<file path="src/rtl/bounded_integer_set_defines.svh">
// ----------------------------------------------------------------------------
// Bounded integer set: assertion macros
// Shared concurrent assertion forms, clocked on clk_i and held off in reset.
// ----------------------------------------------------------------------------
`ifndef BOUNDED_INTEGER_SET_DEFINES_SVH
`define BOUNDED_INTEGER_SET_DEFINES_SVH

// condition holds at every clock edge out of reset
`define BIS_ASSERT(label, cond, msg) \
  label: assert property (@(posedge clk_i) disable iff (!rst_ni) (cond)) else $error(msg);

// consequent holds in the same cycle as the antecedent
`define BIS_ASSERT_IMP(label, ante, cons, msg) \
  label: assert property (@(posedge clk_i) disable iff (!rst_ni) (ante) |-> (cons)) \
    else $error(msg);

// consequent holds in the cycle after the antecedent
`define BIS_ASSERT_NXT(label, ante, cons, msg) \
  label: assert property (@(posedge clk_i) disable iff (!rst_ni) (ante) |=> (cons)) \
    else $error(msg);

`endif

</file>
<file path="src/rtl/bis_pkg.sv">
// ----------------------------------------------------------------------------
// Bounded integer set: package
// Field widths, item kinds, result codes, controller states and the
// command/status bundles between controller and datapath.
// ----------------------------------------------------------------------------
package bis_pkg;

  localparam int unsigned DEPTH_DEFAULT = 64;
  localparam int unsigned RESET_CAP     = 64;

  localparam int unsigned KIND_W   = 2;
  localparam int unsigned VALUE_W  = 32;
  localparam int unsigned DELTA_W  = 8;
  localparam int unsigned STATUS_W = 2;
  localparam int unsigned COUNT_W  = 7;
  localparam int unsigned CAP_W    = 7;

  typedef enum logic [KIND_W-1:0] {
    KIND_ADD    = 2'd0,
    KIND_REMOVE = 2'd1,
    KIND_QUERY  = 2'd2,
    KIND_ADJUST = 2'd3
  } kind_e;

  typedef enum logic [STATUS_W-1:0] {
    STATUS_DONE = 2'd0,
    STATUS_MISS = 2'd1,
    STATUS_FULL = 2'd2
  } status_e;

  typedef enum logic [1:0] {
    ST_IDLE,
    ST_SEARCH,
    ST_APPLY
  } state_e;

  typedef struct packed {
    logic load;    // latch a new item
    logic search;  // register the match vector
    logic commit;  // update cells, count, capacity and result
  } cmd_t;

  typedef struct packed {
    logic slot_free;  // output register free or emptied this cycle
  } stat_t;

endpackage

</file>
<file path="src/rtl/bis_if.sv">
// ----------------------------------------------------------------------------
// Bounded integer set: channel interfaces
// Valid/ready channels for items, results and the capacity register write.
// ----------------------------------------------------------------------------
interface bis_in_if import bis_pkg::*; ();
  logic                       valid;
  logic                       ready;
  logic [KIND_W-1:0]          kind;
  logic signed [VALUE_W-1:0]  value;
  logic signed [DELTA_W-1:0]  delta;

  modport source (output valid, kind, value, delta, input ready);
  modport sink   (input valid, kind, value, delta, output ready);
endinterface

interface bis_out_if import bis_pkg::*; ();
  logic                valid;
  logic                ready;
  logic [STATUS_W-1:0] status;
  logic                present;
  logic [COUNT_W-1:0]  count;
  logic [CAP_W-1:0]    capacity;

  modport source (output valid, status, present, count, capacity, input ready);
  modport sink   (input valid, status, present, count, capacity, output ready);
endinterface

interface bis_cfg_if import bis_pkg::*; ();
  logic             valid;
  logic             ready;
  logic [CAP_W-1:0] initial_capacity;

  modport source (output valid, initial_capacity, input ready);
  modport sink   (input valid, initial_capacity, output ready);
endinterface

</file>
<file path="src/rtl/bis_dp.sv">
// ----------------------------------------------------------------------------
// Bounded integer set: datapath
// Row of compare-and-shift cells, element count, capacity and result register.
// ----------------------------------------------------------------------------
`include "bounded_integer_set_defines.svh"

module bis_dp import bis_pkg::*; #(
  parameter int unsigned DEPTH = DEPTH_DEFAULT
) (
  input  logic                      clk_i,
  input  logic                      rst_ni,
  input  cmd_t                      cmd_i,
  output stat_t                     stat_o,
  input  logic [KIND_W-1:0]         kind_i,
  input  logic signed [VALUE_W-1:0] value_i,
  input  logic signed [DELTA_W-1:0] delta_i,
  input  logic                      cfg_valid_i,
  input  logic [CAP_W-1:0]          cfg_cap_i,
  output logic                      out_valid_o,
  input  logic                      out_ready_i,
  output logic [STATUS_W-1:0]       out_status_o,
  output logic                      out_present_o,
  output logic [COUNT_W-1:0]        out_count_o,
  output logic [CAP_W-1:0]          out_cap_o
);

  localparam int unsigned CW = $clog2(DEPTH + 1);
  localparam int unsigned AW = ((CW > DELTA_W) ? CW : DELTA_W) + 1;
  localparam logic [CW-1:0] DEPTH_C = CW'(DEPTH);
  localparam logic [CW-1:0] RESET_CAP_C =
    (RESET_CAP > DEPTH) ? CW'(DEPTH) : CW'(RESET_CAP);

  kind_e                kind_q;
  logic [VALUE_W-1:0]   value_q;
  logic [DELTA_W-1:0]   delta_q;
  logic [VALUE_W-1:0]   entry_q [DEPTH];
  logic [DEPTH-1:0]     match_d, match_q;
  logic                 found_q;
  logic [DEPTH-1:0]     shift_mask;
  logic [CW-1:0]        count_q, count_d;
  logic [CW-1:0]        cap_q, cap_d;
  logic [CW-1:0]        cfg_cap;
  logic [CW-1:0]        room;
  logic [DELTA_W-1:0]   mag;
  logic [AW-1:0]        grow_sum;
  logic [AW-1:0]        take;
  status_e              status_d;
  logic                 present_d;
  logic                 add_ok;
  logic                 out_valid_q;
  status_e              out_status_q;
  logic                 out_present_q;
  logic [COUNT_W-1:0]   out_count_q;
  logic [CAP_W-1:0]     out_cap_q;

  // item registers
  always_ff @(posedge clk_i) begin
    if (cmd_i.load) begin
      kind_q  <= kind_e'(kind_i);
      value_q <= value_i;
      delta_q <= delta_i;
    end
  end

  // cells: each compares its own entry, takes the new value at the tail,
  // or takes its upper neighbour's entry when the gap lies at or below it
  assign shift_mask = ~(match_q - DEPTH'(1));
  assign add_ok     = !found_q && (count_q < cap_q) && (count_q < DEPTH_C);

  for (genvar i = 0; i < DEPTH; i++) begin : g_cell
    assign match_d[i] = (CW'(i) < count_q) && (entry_q[i] == value_q);

    always_ff @(posedge clk_i) begin
      if (cmd_i.commit && kind_q == KIND_ADD && add_ok && count_q == CW'(i)) begin
        entry_q[i] <= value_q;
      end else if (cmd_i.commit && kind_q == KIND_REMOVE && shift_mask[i]) begin
        if (i < DEPTH - 1) begin
          entry_q[i] <= entry_q[(i < DEPTH - 1) ? i + 1 : i];
        end
      end
    end
  end

  always_ff @(posedge clk_i) begin
    if (cmd_i.search) begin
      match_q <= match_d;
      found_q <= |match_d;
    end
  end

  // capacity arithmetic for adjust
  assign mag      = delta_q[DELTA_W-1] ? (~delta_q + DELTA_W'(1)) : delta_q;
  assign room     = cap_q - count_q;
  assign grow_sum = AW'(cap_q) + AW'(mag);
  assign take     = (AW'(mag) < AW'(room)) ? AW'(mag) : AW'(room);
  assign cfg_cap  = (AW'(cfg_cap_i) > AW'(DEPTH)) ? DEPTH_C : CW'(cfg_cap_i);

  always_comb begin
    count_d   = count_q;
    cap_d     = cap_q;
    status_d  = STATUS_DONE;
    present_d = found_q;
    unique case (kind_q)
      KIND_ADD: begin
        if (found_q) begin
          status_d = STATUS_MISS;
        end else if (!add_ok) begin
          status_d = STATUS_FULL;
        end else begin
          count_d = count_q + CW'(1);
        end
      end
      KIND_REMOVE: begin
        if (found_q) begin
          count_d = count_q - CW'(1);
        end else begin
          status_d = STATUS_MISS;
        end
        cap_d = count_d;
      end
      KIND_QUERY: begin
        status_d = found_q ? STATUS_DONE : STATUS_MISS;
      end
      KIND_ADJUST: begin
        present_d = 1'b0;
        if (!delta_q[DELTA_W-1] && delta_q != '0) begin
          cap_d = (grow_sum > AW'(DEPTH)) ? DEPTH_C : grow_sum[CW-1:0];
        end else if (delta_q[DELTA_W-1]) begin
          cap_d = cap_q - take[CW-1:0];
        end
      end
      default: ;
    endcase
  end

  always_ff @(posedge clk_i or negedge rst_ni) begin
    if (!rst_ni) begin
      count_q <= '0;
      cap_q   <= RESET_CAP_C;
    end else if (cfg_valid_i) begin
      count_q <= '0;
      cap_q   <= cfg_cap;
    end else if (cmd_i.commit) begin
      count_q <= count_d;
      cap_q   <= cap_d;
    end
  end

  // result register
  always_ff @(posedge clk_i or negedge rst_ni) begin
    if (!rst_ni) begin
      out_valid_q <= 1'b0;
    end else if (cmd_i.commit) begin
      out_valid_q <= 1'b1;
    end else if (out_ready_i) begin
      out_valid_q <= 1'b0;
    end
  end

  always_ff @(posedge clk_i) begin
    if (cmd_i.commit) begin
      out_status_q  <= status_d;
      out_present_q <= present_d;
      out_count_q   <= COUNT_W'(count_d);
      out_cap_q     <= CAP_W'(cap_d);
    end
  end

  assign stat_o.slot_free = !out_valid_q || out_ready_i;
  assign out_valid_o      = out_valid_q;
  assign out_status_o     = out_status_q;
  assign out_present_o    = out_present_q;
  assign out_count_o      = out_count_q;
  assign out_cap_o        = out_cap_q;

  `BIS_ASSERT(a_count_le_cap, count_q <= cap_q, "element count above capacity")
  `BIS_ASSERT(a_cap_le_depth, cap_q <= DEPTH_C, "capacity above depth")
  `BIS_ASSERT_IMP(a_match_onehot, cmd_i.commit, $onehot0(match_q), "value held twice")
  `BIS_ASSERT_NXT(a_add_grows, cmd_i.commit && kind_q == KIND_ADD && add_ok,
                  count_q == CW'($past(count_q) + CW'(1)), "add did not grow count")

endmodule

</file>
<file path="src/rtl/bis_ctrl.sv">
// ----------------------------------------------------------------------------
// Bounded integer set: controller
// Sequences each item through search and apply, holding when the result
// register is still full.
// ----------------------------------------------------------------------------
module bis_ctrl import bis_pkg::*; (
  input  logic  clk_i,
  input  logic  rst_ni,
  input  logic  in_valid_i,
  output logic  in_ready_o,
  input  stat_t stat_i,
  output cmd_t  cmd_o
);

  state_e state_q, state_d;

  always_ff @(posedge clk_i or negedge rst_ni) begin
    if (!rst_ni) begin
      state_q <= ST_IDLE;
    end else begin
      state_q <= state_d;
    end
  end

  always_comb begin
    state_d = state_q;
    unique case (state_q)
      ST_IDLE: begin
        if (in_valid_i) state_d = ST_SEARCH;
      end
      ST_SEARCH: begin
        state_d = ST_APPLY;
      end
      ST_APPLY: begin
        if (stat_i.slot_free) state_d = in_valid_i ? ST_SEARCH : ST_IDLE;
      end
      default: state_d = ST_IDLE;
    endcase
  end

  // next item may enter on the same edge that commits the current one
  always_comb begin
    in_ready_o   = 1'b0;
    cmd_o        = '0;
    unique case (state_q)
      ST_IDLE: begin
        in_ready_o = 1'b1;
      end
      ST_SEARCH: begin
        cmd_o.search = 1'b1;
      end
      ST_APPLY: begin
        in_ready_o   = stat_i.slot_free;
        cmd_o.commit = stat_i.slot_free;
      end
      default: ;
    endcase
    cmd_o.load = in_valid_i && in_ready_o;
  end

endmodule

</file>
<file path="src/rtl/bounded_integer_set.sv">
// ----------------------------------------------------------------------------
// Bounded integer set: top level
// Set of distinct signed 32-bit values kept in insertion order, with a
// variable capacity; add, remove, query and capacity adjust items.
// ----------------------------------------------------------------------------
// After its transfer each item passes the search state, in which every cell
// compares its entry with the value, then the apply state, in which the cells
// append or close the gap and the count, capacity and result register are
// updated. A new item is taken on the edge that finishes the previous one; a
// result left waiting in the output register holds the finishing cycle until
// it is taken. Writing the capacity register empties the set and loads the
// capacity, saturated at DEPTH; the register port is always ready, and the
// user must use it only between items, which the block does not enforce.
// ----------------------------------------------------------------------------
module bounded_integer_set import bis_pkg::*; #(
  parameter int unsigned DEPTH = DEPTH_DEFAULT
) (
  input  logic      clk_i,
  input  logic      rst_ni,
  bis_cfg_if.sink   cfg_i,
  bis_in_if.sink    in_i,
  bis_out_if.source out_o
);

  cmd_t  cmd;
  stat_t stat;

  assign cfg_i.ready = 1'b1;

  bis_ctrl u_ctrl (
    .clk_i      (clk_i),
    .rst_ni     (rst_ni),
    .in_valid_i (in_i.valid),
    .in_ready_o (in_i.ready),
    .stat_i     (stat),
    .cmd_o      (cmd)
  );

  bis_dp #(
    .DEPTH (DEPTH)
  ) u_dp (
    .clk_i         (clk_i),
    .rst_ni        (rst_ni),
    .cmd_i         (cmd),
    .stat_o        (stat),
    .kind_i        (in_i.kind),
    .value_i       (in_i.value),
    .delta_i       (in_i.delta),
    .cfg_valid_i   (cfg_i.valid),
    .cfg_cap_i     (cfg_i.initial_capacity),
    .out_valid_o   (out_o.valid),
    .out_ready_i   (out_o.ready),
    .out_status_o  (out_o.status),
    .out_present_o (out_o.present),
    .out_count_o   (out_o.count),
    .out_cap_o     (out_o.capacity)
  );

endmodule

</file>
<file path="src/flat_wrapper.sv">
// flat-port wrapper written by rule: the top's interface ports become plain ports
module bounded_integer_set_flat import bis_pkg::*;
#(
  parameter int unsigned DEPTH = DEPTH_DEFAULT
)
  (clk_i, rst_ni, cfg_i_valid, cfg_i_initial_capacity, cfg_i_ready, in_i_valid, in_i_kind, in_i_value, in_i_delta, in_i_ready, out_o_valid, out_o_status, out_o_present, out_o_count, out_o_capacity, out_o_ready);
  bis_cfg_if cfg_i_i ();
  bis_in_if in_i_i ();
  bis_out_if out_o_i ();
  input  logic clk_i;
  input  logic rst_ni;
  input wire logic [$bits(cfg_i_i.valid)-1:0] cfg_i_valid;
  input wire logic [$bits(cfg_i_i.initial_capacity)-1:0] cfg_i_initial_capacity;
  output wire logic [$bits(cfg_i_i.ready)-1:0] cfg_i_ready;
  input wire logic [$bits(in_i_i.valid)-1:0] in_i_valid;
  input wire logic [$bits(in_i_i.kind)-1:0] in_i_kind;
  input wire logic [$bits(in_i_i.value)-1:0] in_i_value;
  input wire logic [$bits(in_i_i.delta)-1:0] in_i_delta;
  output wire logic [$bits(in_i_i.ready)-1:0] in_i_ready;
  output wire logic [$bits(out_o_i.valid)-1:0] out_o_valid;
  output wire logic [$bits(out_o_i.status)-1:0] out_o_status;
  output wire logic [$bits(out_o_i.present)-1:0] out_o_present;
  output wire logic [$bits(out_o_i.count)-1:0] out_o_count;
  output wire logic [$bits(out_o_i.capacity)-1:0] out_o_capacity;
  input wire logic [$bits(out_o_i.ready)-1:0] out_o_ready;
  assign cfg_i_i.valid = cfg_i_valid;
  assign cfg_i_i.initial_capacity = cfg_i_initial_capacity;
  assign cfg_i_ready = cfg_i_i.ready;
  assign in_i_i.valid = in_i_valid;
  assign in_i_i.kind = in_i_kind;
  assign in_i_i.value = in_i_value;
  assign in_i_i.delta = in_i_delta;
  assign in_i_ready = in_i_i.ready;
  assign out_o_valid = out_o_i.valid;
  assign out_o_status = out_o_i.status;
  assign out_o_present = out_o_i.present;
  assign out_o_count = out_o_i.count;
  assign out_o_capacity = out_o_i.capacity;
  assign out_o_i.ready = out_o_ready;
  bounded_integer_set #(.DEPTH(DEPTH)) u_core (.clk_i(clk_i), .rst_ni(rst_ni), .cfg_i(cfg_i_i), .in_i(in_i_i), .out_o(out_o_i));
endmodule
</file>
<file path="config.mk">
export PLATFORM = sky130hd
export DESIGN_NAME = bounded_integer_set_flat
export DESIGN_NICKNAME = d
export VERILOG_FILES = /design/src/rtl/bis_pkg.sv /design/src/rtl/bis_if.sv /design/src/rtl/bis_dp.sv /design/src/rtl/bis_ctrl.sv /design/src/rtl/bounded_integer_set.sv /design/src/flat_wrapper.sv
export VERILOG_INCLUDE_DIRS = /design/src /design/src/rtl
export SDC_FILE = /design/constraint.sdc
export NUM_CORES = 2
export LEC_CHECK = 0
export BUFFER_PORTS_ARGS = -buffer_cell sky130_fd_sc_hd__buf_2
export CORE_ASPECT_RATIO = 0.5
export CORE_MARGIN = 2
export CORE_UTILIZATION = 58
export DETAILED_ROUTE_END_ITERATION = 8
export PLACE_DENSITY = 0.76
export SLEW_MARGIN = 20
export SYNTH_ARGS = -nofsm -noshare
export SYNTH_HDL_FRONTEND = slang
export SYNTH_SLANG_ARGS = --single-unit
</file>
<file path="constraint.sdc">
create_clock -name clk_i -period 5.6 [get_ports clk_i]
set_input_delay 0.28 -clock clk_i [delete_from_list [all_inputs] [get_ports clk_i]]
set_output_delay 0.28 -clock clk_i [all_outputs]
set_load 0.05 [all_outputs]
</file>
After elaboration in Yosys (flattened, before gate mapping):

Memories as Yosys holds them, arrays and structs flattened.
Cells that the tools add are included.

* bitwise logic cells: 65
* reduce and logical (&&, ||, !) cells: 212
* $add $sub $neg: 7
* $lt $le $gt $ge: 69
* eq/ne operators: 134
* muxes and demuxes: 411

Operators by type and width (count)
* $eq 32x32->1: 64
* $mux 32: 64
* $mux 1: 324
* $eq 7x6->1 const B: 32
* $lt 6x7->1 const A: 32
* $logic_and 1x1->1: 198
* $eq 7x5->1 const B: 16
* $lt 5x7->1 const A: 16
* $mux 7: 12
* $reduce_or 64->1: 1
* $not 63->63: 1
* $or 1x1->1: 63
* $sub 63x1->63 const B: 1
* $eq 7x4->1 const B: 8
* $lt 4x7->1 const A: 8
* $reduce_or 32->1: 1
* $eq 7x3->1 const B: 4
* $lt 3x7->1 const A: 4
* $pmux 7 s2: 2
* $eq 7x2->1 const B: 2
* $lt 1x7->1 const A: 2
* $lt 2x7->1 const A: 2
* $sub 7x7->7: 2
* $add 7x8->9: 1
* other kinds (27): 38

* register bits: 140
* logic and storage cells: 912
* output and inout port bits: 20
* memories: 1
* input bits: 54
* RAM bits: 2048

Memory list
* u_core.u_dp.entry_q: depth 64, width 32, rd ports 64, clocked after Yosys merged registers in 0, wr ports 63, line bis_dp.sv:36 `logic [VALUE_W-1:0] entry_q [DEPTH];`

Logic depth before layout (Yosys ltp):

* depth in word-level cells: 11
* mapped depth: 27
* gate-level depth less buffers: 24

By module:

From an unflattened synthesis, not the netlist that was laid out.

* cell total of the unflattened synthesis: 8660
* area, all modules: 119323.2 µm²

By module, submodules not included
* bis_dp: seq. area each 65569.1 µm², cells each 8646, area an instance 119186.8 µm², instances 1
* bis_ctrl: seq. area each 50.0 µm², cells each 12, area an instance 125.1 µm², instances 1
* bounded_integer_set: seq. area each 0.0 µm², cells each 2, area an instance 11.3 µm², instances 1

Worst setup path after synthesis:

Ideal clock, no wire load.

* path type: register to register
* from: reg u_core.u_dp.count_q[1]
* to: reg u_core.u_dp.cap_q[4]
* stages on the path, launching flop included: 26
* required time: 5.499 ns
* setup time: 0.101 ns
* path slack: -0.509 ns
* path buffers: 3
* arrival time: 6.008 ns
* clock period less this slack: 6.109 ns
* path through: dfrtp_1 -> clkbuf_1 -> clkbuf_1 -> inv_1 -> ha_1 -> nor2b_1 -> o21ai_0 -> a21boi_0 -> o21a_1 -> nor2_1 -> xor2_1 -> ha_1 -> a21o_1 -> a2111oi_0 -> clkbuf_1 -> o21ai_0 -> ha_1 -> fa_1 -> nor2b_1 -> o21a_1 -> nor3_1 -> o21ai_0 -> or4b_2 -> o211ai_1 -> nor2_1 -> o32ai_1

* longest elaborated chain between the ends: 9
* elaborated cells on any way between the ends: 11
* classes of those cells: add/sub: 3; order compare: 1; mux: 7

Ends and longest elaborated chain
* from (decl): line bis_dp.sv:40 `logic [CW-1:0] count_q, count_d;`
* from (signal assigned): line bis_dp.sv:144 `count_q <= count_d;`
* $sub 7x7->7: line bis_dp.sv:93 `assign room = cap_q - count_q;`
* $lt 8x7->1: line bis_dp.sv:95 `assign take = (AW'(mag) < AW'(room)) ? AW'(mag) : AW'(room);`
* $mux 7: line bis_dp.sv:95
* $sub 7x7->7: line bis_dp.sv:129 `cap_d = cap_q - take[CW-1:0];`
* $mux 7: line bis_dp.sv:128 `end else if (delta_q[DELTA_W-1]) begin`
* $mux 7: line bis_dp.sv:126 `if (!delta_q[DELTA_W-1] && delta_q != '0) begin`
* $pmux 7 s2 *: line bis_dp.sv:103 `unique case (kind_q)`
* net u_core.u_dp.cap_d[4]: line bis_dp.sv:41 `logic [CW-1:0] cap_q, cap_d;`
* $mux 7 *: line bis_dp.sv:143 `end else if (cmd_i.commit) begin`
* $mux 7 *: line bis_dp.sv:140 `end else if (cfg_valid_i) begin`
* to (signal assigned): line bis_dp.sv:142 `cap_q <= cfg_cap;`
* to (signal assigned): line bis_dp.sv:145 `cap_q <= cap_d;`
* to (decl): line bis_dp.sv:41

The timed path passes the listed nets; every way through them passes the cells marked *. The select of a mux whose other input is x is not followed.
A chain may end at the register's enable or synchronous reset.

==> results.tsv <==
stage	metric	value	unit
setup_path	Cell Chain, Critical Path	buf_4 > clkinv_1 > nor2_1 > buf_4 > nand2_1 > o21ai_2 > buf_12	
setup_path	slowest stage cell, crit path	clkinv_1	
setup_path	element type at the critical path end	flip-flop	
synthesis	Post-Syn Instances	8542	
clocking	CTS H-tree depth	4	
synthesis	Synth Area in Adders	0.00450	
setup_path	cell family with most CP delay	buffers and inverters	
clocking	Clock Sinks	2188	
finish	layout cells sized above 1	0.328	
route	first-pass detailed-route iteration total	5	
timing	endpoints failing setup	0	
clocking	Worst-Skew Late Latency	0.90	ns
route	via count	75300	
route	Iter 0 DRT Violations	10200	
grt	GRT Util Overall	0.342	
finish	FILL cells	14700	
setup_path	CP arrival	5.97	ns
clocking	Num CTS Buffers	202	
clocking	CTS tree	done	
synthesis	compound-cell area share of the yosys netlist	0.0154	
route	number of routed nets with antenna violations	0	
grt	largest net degree at the start of global routing	71	
synthesis	post-synthesis cell area	119000	sq um
place	port buffer count	72	
synthesis	Primary FF master, synth	edfxtp_1	
floorplan	Die Ht	324	um
place	HPWL after DPL	253000	um
setup_path	Startpoint Class	flip-flop	
synthesis	simple-gate share of the synthesized area	0.0559	
synthesis	Synth cell types	85	
finish	area grow syn2layout	10.8	%
timing	Rel. slew slack	0.0510	
route	drt drc	0	
finish	fin nets	8708	
setup_path	required time of the worst setup path	6.17	ns
floorplan	core box area	204000	sq um
run_status	outcome	finished, final reports clean	
route	DRT Wirelength	363000	um
timing	Fin. Hold Viols	0	
grt	initial antenna violation count	12	
synthesis	mux contribution to synthesized area	0.191	
pwr	Worst IR Drop VDD	0.280	mV
floorplan	Die ar.	209000	sq um
synthesis	Post-synth EDFFs	2171	
pwr	Pwr Density	288	nW/um^2
clocking	CTS Buffer Depth	4	
floorplan	chip width	644	um
timing	Hold WS	0.126	ns
job	Max Cap Violations	0	
synthesis	Post-synth ARST share	0.00777	
pwr	LEAKAGE	43.5	nW
route	drt wl/cell	31.6	um
route	post-DR vias/cell	6.54	
grt	total grt overflow	0	
timing	Achievable Freq	185	MHz
timing	fin. max-slew vios	0	
synthesis	Synth Net Count	8637	
grt	first-pass GRT wire length	519000	um
synthesis	Seq cells post-synth	2188	
synthesis	Seq/Total Area, Yosys	0.552	
synthesis	Post-Syn Area per Cell	13.9	sq um
synthesis	Synthesis Warnings	0	
synthesis	largest family of logic cells by synthesized area	multiplexers	
clocking	Clk Tree Root Cell	clkbuf_16	
place	DP Area	125000	sq um
floorplan	num rows	117	
floorplan	I/O Pins	74	
clocking	Worst-path clk slew	0.07	ns
grt	vias in the first global route	73200	
setup_path	most used cell, CP	buf_4	
timing	Min Clock Period, post-route	5.39	ns
timing	Least-Margin Pin Slew	1.41	ns
finish	fin area	132000	sq um
setup_path	CP peak stage delay	1.11	ns
hold_path	worst hold path class	in2reg	
timing	clock skew	0.0677	ns
setup_path	WP buf/inv	4	
floorplan	Initial Util	0.584	
synthesis	Synth Area in XOR/XNOR	0.156	
place	Placer Congestion	0.982	
setup_path	CP Class	reg2reg	
timing	Final period util	0.963	
timing	RSZ-0062 raised after global routing	no	
setup_path	largest fanout on the critical path	18	
## synth_stat cells (30+ instances only)
library cell,count,area [sq um]
buf_2,151,756
buf_1,115,432
nor3_1,86,430
nor2_1,70,263
clkbuf_1,418,1570
xor2_1,1424,12500
ha_1,38,475
nand4_1,214,1340
nor4_1,409,2560
o21ai_0,91,455
nand2_1,172,646
a21oi_1,43,215
mux2_4,30,450
xnor2_1,697,6100
nand3_1,119,596
edfxtp_1,2171,65200
mux2_2,1950,22000
## layer usage
| layer | up-vias | wire, um | track usage |
|---|---|---|---|
| li1 | 31800 | - | - |
| met2 | 4473 | 157000 | 0.510 |
| met3 | 843 | 45500 | 0.107 |
| met4 | 16 | 13800 | 0.118 |
| met1 | 38100 | 147000 | 0.475 |
| met5 | - | 175 | 0.00204 |
## state kept, by name, indices dropped and copies added (netlist names)
register	cells
u_core.u_ctrl.state_q	2
u_core.u_dp.cap_q	7
u_core.u_dp.count_q	7
u_core.u_dp.delta_q	8
u_core.u_dp.entry_q	2048
u_core.u_dp.found_q	1
u_core.u_dp.kind_q	2
u_core.u_dp.match_q	63
u_core.u_dp.out_cap_o	7
u_core.u_dp.out_count_o	7
u_core.u_dp.out_present_o	1
u_core.u_dp.out_status_o	2
u_core.u_dp.out_valid_o	1
u_core.u_dp.value_q	32
## through the flow
stage	instances	utilization	worst slack, ns	total power [mW]	TNS (ns)
final	11500	0.647	0.207	37.9	0
after global routing	11500	0.647	0.0113	38.9	0
after CTS	11500	0.646	0.0154	37.8	0
after detailed placement	11100	0.612	-0.0759	24.1	-0.0759
after global placement	11100	0.611	-0.107	24.1	-0.107
after floorplan	8542	-	-0.227	22.3	-22.01
## area by class of cell
cell class | instances | area [sq um] | share of cell area
timing repair buffer | 562 | 5170 | 0.0392
antenna | 6 | 15.0 | 0.000114
tap | 2737 | 3420 | 0.0260
clock inverter | 118 | 1030 | 0.00781
sequential | 2188 | 65600 | 0.498
inverter | 28 | 105 | 0.000798
clock buffer | 238 | 5230 | 0.0397
multi-input combinational | 5631 | 51100 | 0.388
## power breakdown
part / internal, mW / switching, mW / leakage, nW
combinational: 2.22 / 2.97 / 20.6
clock: 7.51 / 6.38 / 3.06
sequential: 18.5 / 0.341 / 19.9
total: 28.2 / 9.69 / 43.5
## kinds of logic (layout without fill, tap and decap cells)
logic type                 count (synthesis)  after routing
adders and majority gates                 41             41
and+or+nand+nor                         1177           1177
AOI/OAI and AO/OA                        281            281
other                                      1              7
DFF                                     2188           2188
muxes                                   2010           2010
xor gates and xnor gates                2121           2121
buffers and inverters                    723            946
## path summary, 6_finish.rpt
check | to | cells past startpoint | start | slack [ns]
worst min-delay path | u_core.u_dp.value_q[18] | 2 | in_i_value[18] | 0.13
worst min register to register | u_core.u_dp.out_valid_o | 2 | u_core.u_dp.out_valid_o | 0.56
min in group asynchronous | u_core.u_dp.cap_q[6] | 3 | rst_ni | 0.49
max in group asynchronous | u_core.u_dp.count_q[6] | 4 | rst_ni | 3.67
worst max-delay path | u_core.u_dp.entry_q[1][509] | 7 | u_core.u_dp.count_q[0] | 0.21
worst max register to register | u_core.u_dp.entry_q[1][509] | 7 | u_core.u_dp.count_q[0] | 0.21
## timing repair
action                                 4_1_cts  5_1_grt
gates resized for setup                      2       18
hold buffers                                66        0
setup buffers                                0        4
setup endpoints to repair                    1        7
pin swaps                                    0       12
endpoints found under the hold margin       75        0
## layout by cell type (no fill, tap or decap), drive strengths merged, types with 8 or more instances in the layout
master / count
a2111oi: 15
a211oi: 12
a21oi: 43
a31oi: 23
and2: 10
and3: 12
buf: 497
bufinv: 19
clkbuf: 238
clkinv: 96
dfrtp: 16
dlygate4sd3: 65
edfxtp: 2171
ha: 38
inv: 25
mux2: 2004
nand2: 172
nand2b: 10
nand3: 119
nand4: 214
nor2: 70
nor2b: 11
nor3: 87
nor4: 411
nor4b: 8
o211ai: 22
o21a: 9
o21ai: 91
o21bai: 11
or3: 14
or4: 14
xnor2: 697
xor2: 1424
Note: power is estimated with default switching activity, not from simulation.
